==> config.mk <==
export PLATFORM = sky130hd
export DESIGN_NAME = sedd_ram
export DESIGN_NICKNAME = d
export VERILOG_FILES = /design/src/rtl/sedd_ram.sv
export SDC_FILE = /design/constraint.sdc
export NUM_CORES = 2
export LEC_CHECK = 0
export BUFFER_PORTS_ARGS = -buffer_cell sky130_fd_sc_hd__buf_2
export CORE_ASPECT_RATIO = 1.2
export CORE_MARGIN = 2
export CORE_UTILIZATION = 37
export CTS_CLUSTER_SIZE = 14
export DETAILED_ROUTE_END_ITERATION = 8
export PLACE_DENSITY = 0.58
export SLEW_MARGIN = 20
export SYNTH_ARGS = -nofsm -noshare
export SYNTH_HDL_FRONTEND = slang
export SYNTH_SLANG_ARGS = --single-unit
==> constraint.sdc <==
create_clock -name clock -period 2.6 [get_ports clock]
set_clock_uncertainty 0.15 [all_clocks]
set_input_delay 0.13 -clock clock [delete_from_list [all_inputs] [get_ports clock]]
set_output_delay 0.13 -clock clock [all_outputs]
set_load 0.03 [all_outputs]
==> src/rtl/sedd_ram.sv <==
// Generic single write port, single read port RAM with registered read.
// No dependencies.
`timescale 1ns / 1ps

module sedd_ram #(
   parameter int WIDTH = 8,
   parameter int DEPTH = 256
) (
   input  logic                     clock,
   input  logic                     wr_en,
   input  logic [$clog2(DEPTH)-1:0] wr_addr,
   input  logic [WIDTH-1:0]         wr_data,
   input  logic                     rd_en,
   input  logic [$clog2(DEPTH)-1:0] rd_addr,
   output logic [WIDTH-1:0]         rd_data
);

   logic [WIDTH-1:0] mem_ff [DEPTH];

   always_ff @(posedge clock) begin
      if (wr_en) begin
         mem_ff[wr_addr] <= wr_data;
      end
      if (rd_en) begin
         rd_data <= mem_ff[rd_addr];
      end
   end

endmodule

* Word-level counts from Yosys, hierarchy flattened *
Memory sizes are Yosys's and may differ from the RTL's. A register that Yosys moved wholly into a read port is not among the register bits.
Index checks and enable logic that the tools add are counted.

storage, ports and cells
  RAM bits = 2048
  latch bits = 0
  memories kept = 1
  register bits = 0
  memory bits (read-only) = 0
  bits of input ports = 27
  output and inout port bits = 8
  logic and storage cells = 3

memories
  memory  words  bits a word  rd ports  clocked after Yosys merged registers in  wr ports  line  RTL
  mem_ff  256    8            1         1                                        1         18    logic [WIDTH-1:0] mem_ff [DEPTH];

cells by class
  equal/unequal tests = 0
  multiplexer cells = 2
  reductions and logical operators = 0
  $mul = 0
  $lt $le $gt $ge = 0
  divide/modulo/power cells = 0
  add/subtract/negate cells = 0
  bitwise operators = 0
  shift-type cells = 0

operators with widths
  kind     count
  $mux W1  2

* Logic depth before layout (Yosys ltp) *
  depth in word-level cells = 2
  mapped depth = 11
  mapped depth without buffers = 6

* Worst setup path after synthesis *
OpenSTA, ideal clock, no wires.

  kind = input port to flip-flop
  start point = input rd_addr[0]
  end point = register rd_data[2] (read register of mem_ff) (data pin)
  setup time = 0.269 ns
  stages on the path = 9
  arrival time = 1.937 ns
  setup slack = 0.244 ns
  buffers on the path = 4
  required time = 2.181 ns
  path through = buf_6 > buf_12 > buf_8 > buf_2 > mux4_2 > a22oi_1 > a21oi_1 > nor4_1 > nor4_2

RTL lines
  item         line  RTL
  from (decl)  14    input logic [$clog2(DEPTH)-1:0] rd_addr,
  to (decl)    15    output logic [WIDTH-1:0] rd_data

==> key figures <==
STA
  – Slew headroom: 35.12%
  – Endpoints failing setup: 1
  – Final period util: 100.1%
  – Maximum clock frequency: 384.4 MHz
  – Worst-Margin Slew: 0.9696 ns
  – Final TNS setup: -0.001724 ns
  – Setup WS post-layout: -0.001724 ns
  – Final worst path period need: 2.602 ns
  – Final Hold Violating Endpoints: 0
  – Slew Viols, Final: 0
  – RSZ-0062 raised after global routing: true

Clock tree
  – Clock-pin slew on the worst setup and hold paths: 0.06 ns
  – CTS buffer count: 195
  – Clk_lat worst skew: 0.86 ns
  – Clk root buf: clkbuf_16
  – CTS tree: done
  – Sink Count: 2056
  – Bufs on Longest Clock Path: 3
  – H-tree depth: 4
  – Post-CTS setup buffers: 0

Pwr
  – Leakage: 0.03034 uW
  – PD cells: 718.3 nW/um^2
  – Tot Pwr: 67970 uW
  – Switching Power: 14480 uW
  – Sw Ratio: 21.30%
  – Flop pwr share: 53.9%
  – Clock share of power: 40.4%
  – Worst IR drop on VDD: 0.7262 mV
  – Internal power: 53490 uW
  – Combinational share of power: 5.7%

GRT
  – Total gr overflow: 0
  – First-pass GRT wire length: 298900 um
  – GRT Resource Usage Total: 19.00%
  – Pin count of the biggest net entering global routing: 103
  – Initial antenna violation count: 10
  – Number of global-route vias before repair: 41570

Die
  – Rows: 186
  – IO Count: 35
  – Die area: 219000 sq um
  – Die X: 427.5 um
  – Die H: 512.2 um
  – Initial Utilization: 37.19%
  – Core area: 214100 sq um

Yosys
  – Synth Area in XOR/XNOR: 0%
  – Main combinational cell family by area after synthesis: multiplexers
  – Mapped Nets: 3760
  – Synth warn: 0
  – Mux contribution to synthesized area: 14.60%
  – Unique cell type count in the Yosys netlist: 54
  – Simple-gate share of the synthesized area: 2.625%
  – Post-synthesis register bit count: 2056
  – Syn Std Cell Area: 79640 sq um
  – Post-Syn Instances: 3733
  – Mean Syn Cell Area: 21.33 sq um
  – FFs w/ async S/R, synth: 0%
  – Post-synthesis compound-gate area fraction: 3.416%
  – Register area share after synthesis: 77.53%
  – Number of synthesized flops with an enable pin: 2056
  – Most used DFF post-synth: edfxtp_1
  – Synth Area in Adders: 0%

Final layout
  – Most frequent cells in the layout: 2056 x edfxtp_1, 604 x buf_4, 455 x mux4_2
  – Fillers: 18160
  – Non-filler instance count after layout: 7406
  – Post-layout nets: 4459
  – P&R area growth vs syn: 18.82%
  – Final non-filler cell area: 94630 sq um
  – Layout cells sized above 1: 32.39%
  – Most common cell after layout, fill and taps aside: edfxtp_1

Critical path
  – Critical path class: flip-flop to flip-flop
  – Critical Path RT: 3.04 ns
  – Worst Path Arrival: 3.04 ns
  – CP Capture Type: flip-flop
  – Crit-path max FO: 1
  – Startpoint Class: flip-flop

Place
  – Detailed Place HPWL: 137100 um
  – Placed cell count: 7035
  – IO Port Bufs: 34
  – Gp weighted congestion: 0.8319
  – Post-place instance area: 88110 sq um

Routing
  – Vias per cell: 5.438
  – Pre-Repair DR Iteration Count: 6
  – Antenna Nets Post-Route: 0
  – DRC viols: 0
  – DR vias: 40270
  – WL per Instance: 28.16 um
  – Initial DRC count: 4181
  – Final WL: 208600 um

Min path
  – Hold Crit Class: input port to flip-flop

Run
  – Max cap viols: 0

Run status
  – Failing checks: setup timing
  – Status: finished, violations left
==> state kept, by name, summed over array words and instances, names as in the netlist <==
| register | count |
|---|---|
| mem_ff | 2048 |
| rd_data | 8 |
==> synthesized netlist by cell type, types with 16 or more instances <==
master    instances  area [sq um]
mux2i_1         134          1341
nor2b_1          31         193.9
nor2_1          282          1059
buf_4            27         202.7
edfxtp_1       2056         61740
a211oi_1         16         120.1
nand2_1          33         123.9
mux4_2          454         10220
a21oi_1          96         480.5
a22oi_1         133         998.5
o221ai_1         46         402.9
clkbuf_1        111         416.7
buf_2            31         155.2
nor3_1           22         110.1
buf_1            22         82.58
nor4_1           24         150.1
nand3_1          34         170.2
buf_6            21         236.5
o22ai_1          28         175.2
==> final timing paths <==
check | startpoint | to | slack, ns | cells after the start
max | mem_ff[83][2] | rd_data[2] | -0.002 | 6
min | wr_data[7] | mem_ff[66][7] | 0.17 | 2
max reg2reg | mem_ff[83][2] | rd_data[2] | -0.002 | 6
min reg2reg | mem_ff[192][0] | rd_data[0] | 1.02 | 5
==> stage by stage <==
step	util [%]	hold WS, ns	setup slack [ns]
2_1_floorplan	-	0.07887	0.2439
3_3_place_gp	41.14	0.3920	-1.692
3_5_place_dp	41.15	0.4040	-1.195
4_1_cts	44.17	0.1130	-0.06733
5_1_grt	44.20	0.1463	-0.03677
6_report	44.20	0.1654	-0.001724
==> critical path, cell delays in order (launching register included) <==
cell      delay [ns]
edfxtp_1        0.37
mux4_2          0.54
mux4_2          0.53
nor2b_4         0.16
nor4_4          0.38
buf_4           0.20
nor4_2          0.04
==> routing by layer <==
metal | GRT usage [%] | share of wire (%) | wire length (um) | up-vias
met5 | 0 | 0 | 0 | -
met4 | 6.167 | 3.2 | 6634 | 0
met3 | 3.387 | 6.5 | 13510 | 316
met2 | 32.75 | 51 | 107300 | 1411
met1 | 24.22 | 39 | 81160 | 21460
li1 | - | - | - | 17090
==> final cells by class <==
| cell class | instances | area [sq um] | share of cell area, % |
|---|---|---|---|
| multi-input cells | 1442 | 16710 | 17.66 |
| flip-flops and latches | 2056 | 61740 | 65.24 |
| clock buffers | 236 | 5097 | 5.387 |
| repair buffers | 735 | 6543 | 6.914 |
| inverters | 2 | 7.507 | 0.007933 |
| diodes | 4 | 10.01 | 0.01058 |
| clock inverters | 111 | 991.0 | 1.047 |
| well taps | 2820 | 3528 | 3.729 |
==> power groups by stage <==
stage	clock network (uW)	registers [uW]	logic (uW)
2_1_floorplan	0	37300	1780
3_3_place_gp	0	37300	3810
3_5_place_dp	0	37300	3860
4_1_cts	28000	36600	3930
5_1_grt	29200	36600	4100
6_report	27500	36600	3880
==> kinds of logic after synthesis <==
group / Yosys count
AND/OR/NAND/NOR: 466
buffers and inverters: 235
flip-flops: 2056
AO/OA/AOI/OAI: 385
multiplexers: 591
==> what timing repair did <==
action | in CTS | in global routing
pin swaps | 8 | 9
setup endpoints to repair | 8 | 6
resized for setup | 33 | 10
hold buffers | 21 | 0
endpoints found under the hold margin | 2348 | 0
No activity file was read; power rests on OpenSTA's default activity.
